<file path="src/rtl/http_payload_extractor_defines.svh">
// Assertion macros shared by the extractor RTL.
// Each macro expects clk and arst_n in the scope where it is used.
`ifndef HTTP_PAYLOAD_EXTRACTOR_DEFINES_SVH
`define HTTP_PAYLOAD_EXTRACTOR_DEFINES_SVH

// antecedent implies consequent in the same cycle
`define HPX_ASSERT_IMP(name, ante, cons) \
	name: assert property (@(posedge clk) disable iff (!arst_n) (ante) |-> (cons)) \
		else $error("hpx: implication check failed");

// antecedent implies consequent in the next cycle
`define HPX_ASSERT_NEXT(name, ante, cons) \
	name: assert property (@(posedge clk) disable iff (!arst_n) (ante) |=> (cons)) \
		else $error("hpx: next-cycle check failed");

// invariant
`define HPX_ASSERT_ALWAYS(name, expr) \
	name: assert property (@(posedge clk) disable iff (!arst_n) (expr)) \
		else $error("hpx: invariant check failed");

`endif

</file>
<file path="src/rtl/hpx_pkg.sv">
// Shared types, constants and match functions for the HTTP payload extractor.
// No dependencies.
package hpx_pkg;

	localparam int POS_W            = 16;
	localparam int MAX_FRAME_BYTES  = 65536;
	localparam int ETH_HEADER_BYTES = 14;
	localparam int WIN_DEPTH        = 8;
	localparam int CMD_BYTES        = WIN_DEPTH + 1;
	localparam int WIN_BITS         = CMD_BYTES * 8;
	localparam int CMD_DEPTH        = 4;

	localparam logic [15:0] ETYPE_IPV4   = 16'h0800;
	localparam logic [7:0]  IP_PROTO_TCP = 8'd6;
	localparam logic [15:0] MIN_IP_LEN   = 16'd11;

	// frame positions
	localparam logic [POS_W-1:0] POS_ETYPE_HI = POS_W'(12);
	localparam logic [POS_W-1:0] POS_ETYPE_LO = POS_W'(13);
	localparam logic [POS_W-1:0] POS_LEN_HI   = POS_W'(ETH_HEADER_BYTES + 2);
	localparam logic [POS_W-1:0] POS_LEN_LO   = POS_W'(ETH_HEADER_BYTES + 3);
	localparam logic [POS_W-1:0] POS_PROTO    = POS_W'(ETH_HEADER_BYTES + 9);
	localparam logic [POS_W-1:0] POS_IP_START = POS_W'(ETH_HEADER_BYTES);

	// IP byte indexes
	localparam logic [POS_W-1:0] IPN_HELD    = POS_W'(WIN_DEPTH);
	localparam logic [POS_W-1:0] IPN_RELEASE = POS_W'(WIN_DEPTH + 1);

	localparam logic [23:0] KW_GET  = "GET";
	localparam logic [31:0] KW_POST = "POST";
	localparam logic [63:0] KW_HTTP = "HTTP/1.1";

	typedef struct packed {
		logic [7:0] frame_byte;
		logic       frame_last;
	} frame_req_t;

	typedef struct packed {
		logic [7:0] payload_byte;
		logic       payload_last;
	} payload_req_t;

	// one entry of the front-to-back queue: bytes emitted in order where mask is set
	typedef struct packed {
		logic [CMD_BYTES-1:0][7:0] data;
		logic [CMD_BYTES-1:0]      mask;
		logic                      last;
	} hpx_cmd_t;

	function automatic logic get_at(logic [WIN_BITS-1:0] w, int unsigned i);
		return {w[8*i +: 8], w[8*(i+1) +: 8], w[8*(i+2) +: 8]} == KW_GET;
	endfunction

	function automatic logic post_at(logic [WIN_BITS-1:0] w, int unsigned i);
		return {w[8*i +: 8], w[8*(i+1) +: 8], w[8*(i+2) +: 8], w[8*(i+3) +: 8]} == KW_POST;
	endfunction

	function automatic logic http_at0(logic [WIN_BITS-1:0] w);
		logic [63:0] s;
		for (int k = 0; k < 8; k++) begin
			s[63-8*k -: 8] = w[8*k +: 8];
		end
		return s == KW_HTTP;
	endfunction

endpackage

</file>
<file path="src/rtl/hpx_front.sv">
// Front end: frame filter, IP length tracking, lookahead window and keyword match.
// Uses hpx_pkg; pushes one queue entry per accepted byte that yields output.
`include "http_payload_extractor_defines.svh"

module hpx_front import hpx_pkg::*; #(
	parameter int MAX_FRAME_BYTES = hpx_pkg::MAX_FRAME_BYTES
) (
	input  logic       clk,
	input  logic       arst_n,
	input  logic       in_fire,
	input  frame_req_t frame,
	output logic       push,
	output hpx_cmd_t   cmd
);

	localparam logic [POS_W-1:0] POS_LIMIT = POS_W'(MAX_FRAME_BYTES - 1);

	logic [POS_W-1:0] pos_q;
	logic             ipv4_q;
	logic [15:0]      ip_len_q;
	logic             done_q;
	logic             kw_q;
	logic [3:0]       fill_q;
	logic [7:0]       held_q;
	logic [7:0]       win_q [WIN_DEPTH];

	logic                 end_here, ipv4_n, drop, active, ip_end, win_full;
	logic                 at_held, at_release;
	logic [15:0]          len_n;
	logic [POS_W-1:0]     ipn;
	logic [WIN_BITS-1:0]  w;
	logic [CMD_BYTES-1:0] m, kw;
	logic [7:0]           b;

	always_comb begin
		b        = frame.frame_byte;
		end_here = frame.frame_last || (pos_q == POS_LIMIT);
		ipv4_n   = ipv4_q;
		len_n    = ip_len_q;
		drop     = 1'b0;
		if (pos_q == POS_ETYPE_HI) begin
			ipv4_n = (b == ETYPE_IPV4[15:8]);
		end
		if (pos_q == POS_ETYPE_LO) begin
			ipv4_n = ipv4_q && (b == ETYPE_IPV4[7:0]);
			drop   = !ipv4_n;
		end
		if (pos_q == POS_LEN_HI) begin
			len_n = {b, 8'h00};
		end
		if (pos_q == POS_LEN_LO) begin
			len_n = {ip_len_q[15:8], b};
			drop  = len_n < MIN_IP_LEN;
		end
		if (pos_q == POS_PROTO && b != IP_PROTO_TCP) begin
			drop = 1'b1;
		end
		// frame ending before the filter is decided
		if (end_here && pos_q <= POS_PROTO) begin
			drop = 1'b1;
		end

		active     = !done_q && !drop && (pos_q >= POS_IP_START);
		ipn        = pos_q - POS_IP_START;
		ip_end     = end_here ||
			((ipn > IPN_RELEASE - POS_W'(1)) && ({1'b0, ipn} + 17'd1 == {1'b0, ip_len_q}));
		win_full   = (fill_q == 4'(WIN_DEPTH));
		at_held    = (ipn == IPN_HELD);
		at_release = (ipn == IPN_RELEASE);

		for (int i = 0; i < WIN_DEPTH; i++) begin
			w[8*i +: 8] = win_q[i];
		end
		w[8*WIN_DEPTH +: 8] = b;

		// a pattern counts only if a further byte is in the buffer
		m = '0;
		for (int i = 0; i < CMD_BYTES; i++) begin
			if (i <= CMD_BYTES - 4) m[i] = m[i] | get_at(w, i);
			if (i <= CMD_BYTES - 5) m[i] = m[i] | post_at(w, i);
		end
		m[0] = m[0] | http_at0(w);

		kw[0] = kw_q || m[0];
		for (int i = 1; i < CMD_BYTES; i++) begin
			kw[i] = kw[i-1] || m[i];
		end

		cmd.data = w;
		cmd.last = ip_end;
		for (int i = 2; i < CMD_BYTES; i++) begin
			cmd.mask[i] = ip_end && kw[i];
		end
		if (at_release) begin
			// IP byte 0 was held until the protocol byte passed
			cmd.data[0] = held_q;
			cmd.data[1] = w[7:0];
			cmd.mask[0] = kw_q;
			cmd.mask[1] = kw[0];
		end else begin
			cmd.mask[0] = !at_held && kw[0];
			cmd.mask[1] = ip_end && kw[1];
		end

		push = in_fire && active && win_full && (cmd.mask != '0);
	end

	always_ff @(posedge clk or negedge arst_n) begin
		if (!arst_n) begin
			pos_q    <= '0;
			ipv4_q   <= 1'b0;
			ip_len_q <= '0;
			done_q   <= 1'b0;
			kw_q     <= 1'b0;
			fill_q   <= '0;
		end else if (in_fire) begin
			if (frame.frame_last) begin
				pos_q    <= '0;
				ipv4_q   <= 1'b0;
				ip_len_q <= '0;
				done_q   <= 1'b0;
				kw_q     <= 1'b0;
				fill_q   <= '0;
			end else if (!done_q) begin
				ipv4_q   <= ipv4_n;
				ip_len_q <= len_n;
				if (drop || (active && ip_end)) begin
					done_q <= 1'b1;
				end else begin
					pos_q <= pos_q + POS_W'(1);
				end
				if (active && !ip_end) begin
					if (!win_full) begin
						fill_q <= fill_q + 4'd1;
					end else begin
						kw_q <= kw[0];
					end
				end
			end
		end
	end

	always_ff @(posedge clk) begin
		if (in_fire && active && !ip_end) begin
			for (int i = 0; i < WIN_DEPTH - 1; i++) begin
				win_q[i] <= win_q[i+1];
			end
			win_q[WIN_DEPTH-1] <= b;
			if (win_full && at_held) begin
				held_q <= win_q[0];
			end
		end
	end

	`HPX_ASSERT_NEXT(a_last_clears, in_fire && frame.frame_last, pos_q == '0 && !done_q && !kw_q)
	`HPX_ASSERT_IMP(a_push_full_win, push, win_full && !done_q)

endmodule

</file>
<file path="src/rtl/hpx_cmd_fifo.sv">
// Short queue of emit requests between front and back ends.
// Uses hpx_pkg for the entry type.
`include "http_payload_extractor_defines.svh"

module hpx_cmd_fifo import hpx_pkg::*; #(
	parameter int DEPTH = hpx_pkg::CMD_DEPTH
) (
	input  logic     clk,
	input  logic     arst_n,
	input  logic     push,
	input  hpx_cmd_t wr_cmd,
	input  logic     pop,
	output hpx_cmd_t rd_cmd,
	output logic     valid,
	output logic     full
);

	localparam int PTR_W = (DEPTH > 1) ? $clog2(DEPTH) : 1;
	localparam int CNT_W = $clog2(DEPTH + 1);

	hpx_cmd_t         mem_q [DEPTH];
	logic [PTR_W-1:0] wr_ptr_q, rd_ptr_q;
	logic [CNT_W-1:0] count_q;
	logic             do_push, do_pop;

	assign valid   = (count_q != '0);
	assign full    = (count_q == CNT_W'(DEPTH));
	assign do_push = push && !full;
	assign do_pop  = pop && valid;
	assign rd_cmd  = mem_q[rd_ptr_q];

	always_ff @(posedge clk or negedge arst_n) begin
		if (!arst_n) begin
			wr_ptr_q <= '0;
			rd_ptr_q <= '0;
			count_q  <= '0;
		end else begin
			if (do_push) begin
				wr_ptr_q <= (wr_ptr_q == PTR_W'(DEPTH - 1)) ? '0 : wr_ptr_q + PTR_W'(1);
			end
			if (do_pop) begin
				rd_ptr_q <= (rd_ptr_q == PTR_W'(DEPTH - 1)) ? '0 : rd_ptr_q + PTR_W'(1);
			end
			if (do_push && !do_pop) begin
				count_q <= count_q + CNT_W'(1);
			end else if (do_pop && !do_push) begin
				count_q <= count_q - CNT_W'(1);
			end
		end
	end

	always_ff @(posedge clk) begin
		if (do_push) begin
			mem_q[wr_ptr_q] <= wr_cmd;
		end
	end

	`HPX_ASSERT_IMP(a_no_overflow, push, !full)
	`HPX_ASSERT_ALWAYS(a_count_bound, count_q <= CNT_W'(DEPTH))

endmodule

</file>
<file path="src/rtl/hpx_back.sv">
// Back end: walks the mask of each queued request and sends one byte per cycle while ready.
// Uses hpx_pkg; output register decouples it from the downstream ready.
`include "http_payload_extractor_defines.svh"

module hpx_back import hpx_pkg::*; (
	input  logic         clk,
	input  logic         arst_n,
	input  hpx_cmd_t     cmd,
	input  logic         cmd_valid,
	output logic         pop,
	output payload_req_t payload,
	output logic         payload_valid,
	input  logic         payload_ready
);

	logic [CMD_BYTES-1:0]      cur_mask_q;
	logic [CMD_BYTES-1:0][7:0] cur_data_q;
	logic                      cur_last_q;
	payload_req_t              payload_q;
	logic                      payload_valid_q;

	logic [CMD_BYTES-1:0] pick, rest;
	logic [7:0]           pick_byte;
	logic                 out_load;

	always_comb begin
		pick      = cur_mask_q & (~cur_mask_q + CMD_BYTES'(1));
		rest      = cur_mask_q & ~pick;
		pick_byte = '0;
		for (int i = 0; i < CMD_BYTES; i++) begin
			if (pick[i]) pick_byte = pick_byte | cur_data_q[i];
		end
		out_load = (cur_mask_q != '0) && (!payload_valid_q || payload_ready);
		// refill as the current request sends its final byte
		pop      = cmd_valid && ((cur_mask_q == '0) || (out_load && rest == '0));
	end

	always_ff @(posedge clk or negedge arst_n) begin
		if (!arst_n) begin
			cur_mask_q      <= '0;
			payload_valid_q <= 1'b0;
		end else begin
			if (pop) begin
				cur_mask_q <= cmd.mask;
			end else if (out_load) begin
				cur_mask_q <= rest;
			end
			if (out_load) begin
				payload_valid_q <= 1'b1;
			end else if (payload_ready) begin
				payload_valid_q <= 1'b0;
			end
		end
	end

	always_ff @(posedge clk) begin
		if (pop) begin
			cur_data_q <= cmd.data;
			cur_last_q <= cmd.last;
		end
		if (out_load) begin
			payload_q.payload_byte <= pick_byte;
			payload_q.payload_last <= cur_last_q && (rest == '0);
		end
	end

	assign payload       = payload_q;
	assign payload_valid = payload_valid_q;

	`HPX_ASSERT_IMP(a_pick_onehot, out_load, $onehot(pick))
	`HPX_ASSERT_NEXT(a_load_shows, out_load, payload_valid_q)

endmodule

</file>
<file path="src/rtl/http_payload_extractor.sv">
// HTTP payload extractor: takes an Ethernet frame one byte per cycle and, for
// IPv4/TCP frames, sends every IP byte from the first GET, POST or HTTP/1.1
// (followed by at least one more IP byte) to the end of the IP packet. Input
// runs at one byte per cycle; output bytes trail the input by the 8-byte
// lookahead window, and the window flush at the end of a packet sends up to
// nine bytes from one input byte, one per cycle, out of the back end. A
// CMD_DEPTH-entry request queue absorbs those bursts; frame_ready drops only
// while it is full, so with payload_ready high the sustained rate is one byte
// per cycle. Uses hpx_pkg.

module http_payload_extractor import hpx_pkg::*; #(
	parameter int MAX_FRAME_BYTES = hpx_pkg::MAX_FRAME_BYTES,
	parameter int CMD_DEPTH       = hpx_pkg::CMD_DEPTH
) (
	input  logic         clk,
	input  logic         arst_n,
	input  logic         frame_valid,
	output logic         frame_ready,
	input  frame_req_t   frame,
	output logic         payload_valid,
	input  logic         payload_ready,
	output payload_req_t payload
);

	logic     in_fire, push, pop, q_valid, q_full;
	hpx_cmd_t push_cmd, head_cmd;

	assign frame_ready = !q_full;
	assign in_fire     = frame_valid && frame_ready;

	hpx_front #(
		.MAX_FRAME_BYTES(MAX_FRAME_BYTES)
	) u_front (
		.clk    (clk),
		.arst_n (arst_n),
		.in_fire(in_fire),
		.frame  (frame),
		.push   (push),
		.cmd    (push_cmd)
	);

	hpx_cmd_fifo #(
		.DEPTH(CMD_DEPTH)
	) u_fifo (
		.clk   (clk),
		.arst_n(arst_n),
		.push  (push),
		.wr_cmd(push_cmd),
		.pop   (pop),
		.rd_cmd(head_cmd),
		.valid (q_valid),
		.full  (q_full)
	);

	hpx_back u_back (
		.clk          (clk),
		.arst_n       (arst_n),
		.cmd          (head_cmd),
		.cmd_valid    (q_valid),
		.pop          (pop),
		.payload      (payload),
		.payload_valid(payload_valid),
		.payload_ready(payload_ready)
	);

endmodule
</file>
<file path="config.mk">
export PLATFORM = sky130hd
export DESIGN_NAME = http_payload_extractor
export DESIGN_NICKNAME = d
export VERILOG_FILES = /design/src/rtl/hpx_pkg.sv /design/src/rtl/hpx_front.sv /design/src/rtl/hpx_cmd_fifo.sv /design/src/rtl/hpx_back.sv /design/src/rtl/http_payload_extractor.sv
export VERILOG_INCLUDE_DIRS = /design/src /design/src/rtl
export SDC_FILE = /design/constraint.sdc
export NUM_CORES = 1
export LEC_CHECK = 0
export ABC_AREA = 1
export BUFFER_PORTS_ARGS = -buffer_cell sky130_fd_sc_hd__buf_2
export CORE_MARGIN = 2
export CORE_UTILIZATION = 50
export CTS_CLUSTER_DIAMETER = 40
export DETAILED_ROUTE_END_ITERATION = 10
export GPL_TIMING_DRIVEN = 0
export PLACE_DENSITY = 0.65
export SLEW_MARGIN = 15
export SYNTH_ARGS = -nofsm -noshare
export SYNTH_HDL_FRONTEND = slang
export SYNTH_SLANG_ARGS = --single-unit
</file>
<file path="constraint.sdc">
create_clock -name clk -period 7.3 [get_ports clk]
set_input_delay 1.46 -clock clk [delete_from_list [all_inputs] [get_ports clk]]
set_output_delay 1.46 -clock clk [all_outputs]
set_load 0.02 [all_outputs]
</file>
### Word level (Yosys, flattened, before mapping)

Memory sizes are Yosys's and may differ from the RTL's.
Index checks and enable logic that the tools add are counted.

* flip-flop bits (word level): 146
* RAM bits: 392
* output and inout bits: 11
* logic and storage cells: 207
* memories kept: 2

* add/sub/neg operators: 9
* order comparisons: 4
* equality and inequality tests: 31
* multiplexer cells: 49
* bitwise logic cells: 18
* reductions and logical operators: 69

Memories
* u_fifo.mem_q: words 4, bits a word 82, rd ports 1, clocked after memory_dff 0, write ports 1, RTL line hpx_cmd_fifo.sv:21 `hpx_cmd_t mem_q [DEPTH];`
* u_front.win_q: words 8, bits a word 8, rd ports 8, clocked after memory_dff 0, write ports 8, RTL line hpx_front.sv:25 `logic [7:0] win_q [WIN_DEPTH];`

Operator list (number)
* $eq 32x31->1 const B: 5
* $eq 24x23->1 const B: 6
* $mux 16: 8
* $mux 8: 9
* $eq 16x4->1 const B: 4
* $eq 64x63->1 const B: 1
* $or 8x8->8: 8
* $eq 16x5->1 const B: 3
* $logic_and 1x1->1: 28
* $mux 1: 21
* $and 9x9->9: 2
* $logic_not 9->1: 2
* $mux 9: 2
* $not 9->9: 2
* $reduce_bool 9->1: 2
* $add 16x1->17 const B: 1
* $eq 17x16->1: 1
* $add 16x1->16 const B: 1
* $eq 16x16->1 const B: 1
* $ge 16x4->1 const B: 1
* $gt 16x4->1 const B: 1
* $le 16x5->1 const B: 1
* $lt 16x4->1 const B: 1
* $mux 4: 4
* 23 further kinds: 65

### Longest topological paths before layout

* depth after elaboration: 20
* mapped depth: 28
* gate-level depth less buffers: 28

### By module

A second synthesis with hierarchy kept.

* cells, all modules: 2230
* area, all modules: 24778.8 um^2

By module, submodules not included
* hpx_cmd_fifo: times used 1, cells an instance 1016, area an instance 13609.3 um^2, sequential area each 10024.6 um^2
* hpx_front: times used 1, cells an instance 950, area an instance 7385.8 um^2, sequential area each 3138.0 um^2
* hpx_back: times used 1, cells an instance 261, area an instance 3769.9 um^2, sequential area each 2712.6 um^2
* http_payload_extractor: times used 1, cells an instance 3, area an instance 13.8 um^2, sequential area each 0.0 um^2

### Worst setup path after synthesis

OpenSTA, ideal clock, no wires.

* path kind: input -> register
* start: in frame[0] (netlist bit)
* end: mem u_fifo.mem_q[0][0] (netlist bit) (enable)
* arrival time: 6167 ps
* required time: 6783 ps
* slack: 616 ps
* stages on the path: 12
* path through: clkbuf_1 > inv_1 > o21ai_0 > inv_1 > nor3_1 > o21ai_0 > nand3_1 > nor2_1 > nand2_1 > nor2_1 > nand2_2 > nor2_1

* cells in the longest elaborated chain, start to end: 12
* elaborated cells on any way between the ends: 20
* those cells by class: mux (4); reduce/logical (16)

RTL lines
* start, declared: RTL line http_payload_extractor.sv:19 `input frame_req_t frame,`
* $logic_or 1x1->1 (*): RTL line hpx_front.sv:37 `end_here = frame.frame_last || (pos_q == POS_LIMIT);`
* $logic_and 1x1->1: RTL line hpx_front.sv:59 `if (end_here && pos_q <= POS_PROTO) begin`
* $mux 1: RTL line hpx_front.sv:59
* $logic_not 1->1: RTL line hpx_front.sv:63 `active = !done_q && !drop && (pos_q >= POS_IP_START);`
* $logic_and 1x1->1 (2 in a row): RTL line hpx_front.sv:63
* $logic_and 1x1->1 (2 in a row): RTL line hpx_front.sv:105 `push = in_fire && active && win_full && (cmd.mask != '0);`
* $logic_and 1x1->1 (*): RTL line hpx_front.sv:105
* $logic_and 1x1->1 (*): RTL line hpx_cmd_fifo.sv:28 `assign do_push = push && !full;`
* $mux 1 (*): RTL line hpx_cmd_fifo.sv:53 `if (do_push) begin`
* $mux 1 (not written as such) (*): RTL line hpx_cmd_fifo.sv:54 `mem_q[wr_ptr_q] <= wr_cmd;`
* end, declared: RTL line hpx_cmd_fifo.sv:21

Mark *: on every way between the ends. The rest lies on a longest branch, timed or not.

==> impl_metrics.py <==
metrics = {
    "routing": {
        "via_count": 15180,
        "ant_nets": 0,
        "drtPass1Iterations": 5,
        "drc_errors": 0,
        "drt_iter0_drc": 1578,
        "routed_wl_um": 56220,
        "wl_per_cell_um": 21.04,
        "vias_per_cell": 5.681,
    },
    "pwr": {
        "power.share.switching_pct": 33.16,
        "comb_power_share_pct": 22.3,
        "vdd_ir_drop_max_uv": 213.0,
        "power.share.clock_pct": 35.7,
        "p_leak_nw": 9.374,
        "switching_power_w": 0.003032,
        "internal_power_w": 0.006113,
        "power_density_nw_per_um2": 351.7,
        "power_frac_seq_pct": 42.0,
    },
    "yosys": {
        "synth_top_flop_cell": "edfxtp_1",
        "synth.avg_cell_area_um2": 11.76,
        "ys_seq_area_share_pct": 69.11,
        "ys_types": 49,
        "synthTopCellsByArea": "edfxtp_1 63%, dfrtp_1 6.2%, o21ai_0 4.4%",
        "synth_area_um2": 22450,
        "yosysWarnings": 0,
        "synth_top_area_share_pct": 62.87,
        "yosysTopAreaCell": "edfxtp_1",
        "synthCells": 1909,
        "ys_ff_latch": 526,
        "postSynth.asyncResetShare_pct": 10.65,
        "synth.net_count": 1937,
        "synth-edff-count": 470,
    },
    "timing": {
        "period_share_pct": 62.99,
        "relSlewSlack_pct": 25.02,
        "slew_violations": 0,
        "setup_viol": 0,
        "skew_ns": 0.02646,
        "rsz0062_at_grt": "false",
        "fmax_mhz": 217.5,
        "fin_crit_ns": 4.598,
        "tightest_slew_ns": 1.120,
        "hold_viol": 0,
    },
    "placed_design": {
        "post-dp-hpwl_um": 36910,
        "dpl-instance-area_um2": 23710,
        "portBuffers": 22,
        "routabilityCongestion": 0.8507,
    },
    "worst_hold_path": {
        "min_path_type": "reg2reg",
        "min_from": "u_front.kw_q",
    },
    "layout": {
        "stdcell_area_um2": 26000,
        "diodes": 0,
        "post-route-util_pct": 58.80,
        "layout-drive-gt1-share_pct": 13.51,
        "nNetsFinal": 2050,
        "synthToLayoutAreaGrowth_pct": 15.82,
    },
    "critical_path": {
        "cp.arrival_ns": 4.89,
        "crit_start": "u_front.pos_q[2]",
        "path_buf_inv": 4,
        "cpMaxStageDelayCell": "o21ai_0",
        "crit_path_frequent_cell": "nand2_1",
        "required_ns": 7.59,
        "path_class": "reg2reg",
        "path_cells": "ha_1 -> nand2_4 -> nand2_2 -> nor2_2 -> nand2_1 -> nand2_1 -> nand2_1 -> nor3_2 -> nand4_1 -> o21ai_0 -> inv_1 -> nand3_1 -> nand2_2 -> nor2_4 -> buf_12 -> buf_16 -> buf_16",
        "path_delay_family": "simple AND/OR/NAND/NOR gates",
        "startpoint_type": "register",
        "crit_path_end_kind": "register",
        "slowest_delay_ns": 0.56,
        "timing.rr.start": "u_front.pos_q[2]",
        "path_max_fanout": 20,
    },
    "clocking": {
        "cts.clk_slew.worst_paths_ns": 0.06,
        "clockBufferDepth": 3,
        "cts-root-buf": "clkbuf_16",
        "cts_resized": 0,
        "cts_made_buffers": 71,
        "cts_tree": "yes",
        "clk_latency_ns": 0.61,
        "cts-hold-fix-buffers": 0,
        "cts_setup_buffers": 0,
        "cts.sinks": 526,
        "htreeDepth": 3,
    },
    "floorplan": {
        "ioPinCount": 24,
        "die_w_um": 215.9,
        "initial_core_util_pct": 50.77,
        "dieArea_um2": 46610,
        "core_area_um2": 44220,
        "fp.dieH_um": 215.9,
        "rows": 77,
    },
    "outcome": {
        "status": "finished clean",
    },
    "global_routing": {
        "antenna_found_initial": 0,
        "grt_max_degree": 83,
        "grt_overflow_total": 0,
        "grt_use_total_pct": 24.56,
        "grt_pass1_vias": 14800,
        "grt_first_pass_wirelength_um": 86820,
    },
    "flow_run": {
        "maxCapViolCount": 0,
    },
}
state kept, by name, summed over array words and instances, names as in the netlist:
signal	count
u_back.cur_data_q	72
u_back.cur_last_q	1
u_back.cur_mask_q	9
u_back.payload	9
u_back.payload_valid	1
u_fifo.count_q	3
u_fifo.mem_q	316
u_fifo.rd_ptr_q	2
u_fifo.wr_ptr_q	2
u_front.done_q	1
u_front.fill_q	4
u_front.held_q	8
u_front.ip_len_q	16
u_front.ipv4_q	1
u_front.kw_q	1
u_front.pos_q	16
u_front.win_q	64
through the flow:
step | setup TNS, ns | hold WS (ns) | total power [W] | worst slack, ns | std cells
floorplan | 0 | 0.4440 | 0.005115 | 0.6164 | 1909
CTS | 0 | 0.4998 | 0.009171 | 2.722 | 2671
global placement | -931.14 | 0.4706 | 0.005849 | -3.064 | 2523
global route | 0 | 0.5398 | 0.009541 | 2.237 | 2672
finish | 0 | 0.5017 | 0.009145 | 2.702 | 2672
detailed placement | 0 | 0.4849 | 0.005905 | 2.306 | 2540
layer usage:
layer	wire [um]	up-vias	global-route usage, %
met4	1503	0	8.790
met2	26950	605	39.84
met1	23530	7407	33.27
li1	-	7067	-
met5	0	-	0
met3	4242	100	4.778
worst paths after layout:
| kind | end | slack (ns) | depth (start not counted) |
|---|---|---|---|
| worst max-delay path | u_fifo.mem_q[3][42] | 2.70 | 17 |
| worst min-delay path | u_front.kw_q | 0.50 | 2 |
| worst max register to register | u_fifo.mem_q[3][42] | 2.70 | 17 |
| worst min register to register | u_front.kw_q | 0.50 | 2 |
| max in group asynchronous | u_back.cur_mask_q[0] | 5.83 | 1 |
| min in group asynchronous | u_front.pos_q[11] | 0.92 | 1 |
cells by family after synthesis:
logic type | after synthesis | synth area share [%]
and+or+nand+nor | 788 | 16.49
DFF | 526 | 69.11
AOI/OAI and AO/OA | 329 | 8.227
buffers and inverters | 217 | 3.840
xor gates and xnor gates | 22 | 0.8583
adders and majority gates | 15 | 0.8695
muxes | 12 | 0.6019
power by group through the flow:
stage                     Sequential (W)  Clock [W]  Combinational [W]
after floorplan                  0.00386          0            0.00125
after global placement           0.00390          0            0.00195
after detailed placement         0.00390          0            0.00200
after CTS                        0.00385    0.00331            0.00201
after global routing             0.00386    0.00343            0.00224
final                            0.00384    0.00327            0.00203
cell usage after synthesis, types with 24 or more instances:
master	instances
nand2_2	24
clkbuf_1	61
nand4_1	35
nand3_1	138
nor2_1	252
nand2_1	238
a21oi_1	25
o22ai_1	74
nor3_1	27
dfrtp_1	56
inv_1	133
edfxtp_1	470
o21ai_0	196
cell type report:
class                   instances  area [um^2]
clock inverters                55        469.2
well taps                     592        740.7
fillers                      3493        18220
multi-input cells            1166         6108
repair buffers                 40        508.0
inverters                     143        539.3
clock buffers                  76         1795
plain buffers                  74        325.3
flip-flops and latches        526        15510
cells in the final DEF, fill, tap and decap left out, types with 9 or more instances in the layout:
cell	count
a21oi_1	25
inv_1	132
nor3_1	27
buf_2	26
clkbuf_16	71
o21ai_2	16
nor2_1	248
inv_6	13
nand4_1	35
nand2_2	24
nor4_1	17
o21ai_0	196
inv_2	9
dfrtp_1	56
nor2_4	13
nand2_4	10
ha_1	14
o22ai_1	74
edfxtp_1	470
mux2_2	12
buf_12	9
clkbuf_1	66
xor2_1	18
clkinv_2	11
nand2_1	238
nand3_1	138
worst min-delay path: cells and delay by family (launching register included):
| family | cells | cell delay (ns) |
|---|---|---|
| AO/OA/AOI/OAI | 1 | 0.07 |
| flip-flops | 1 | 0.34 |
| AND/OR/NAND/NOR | 1 | 0.05 |
(Power assumes the default switching activity.)
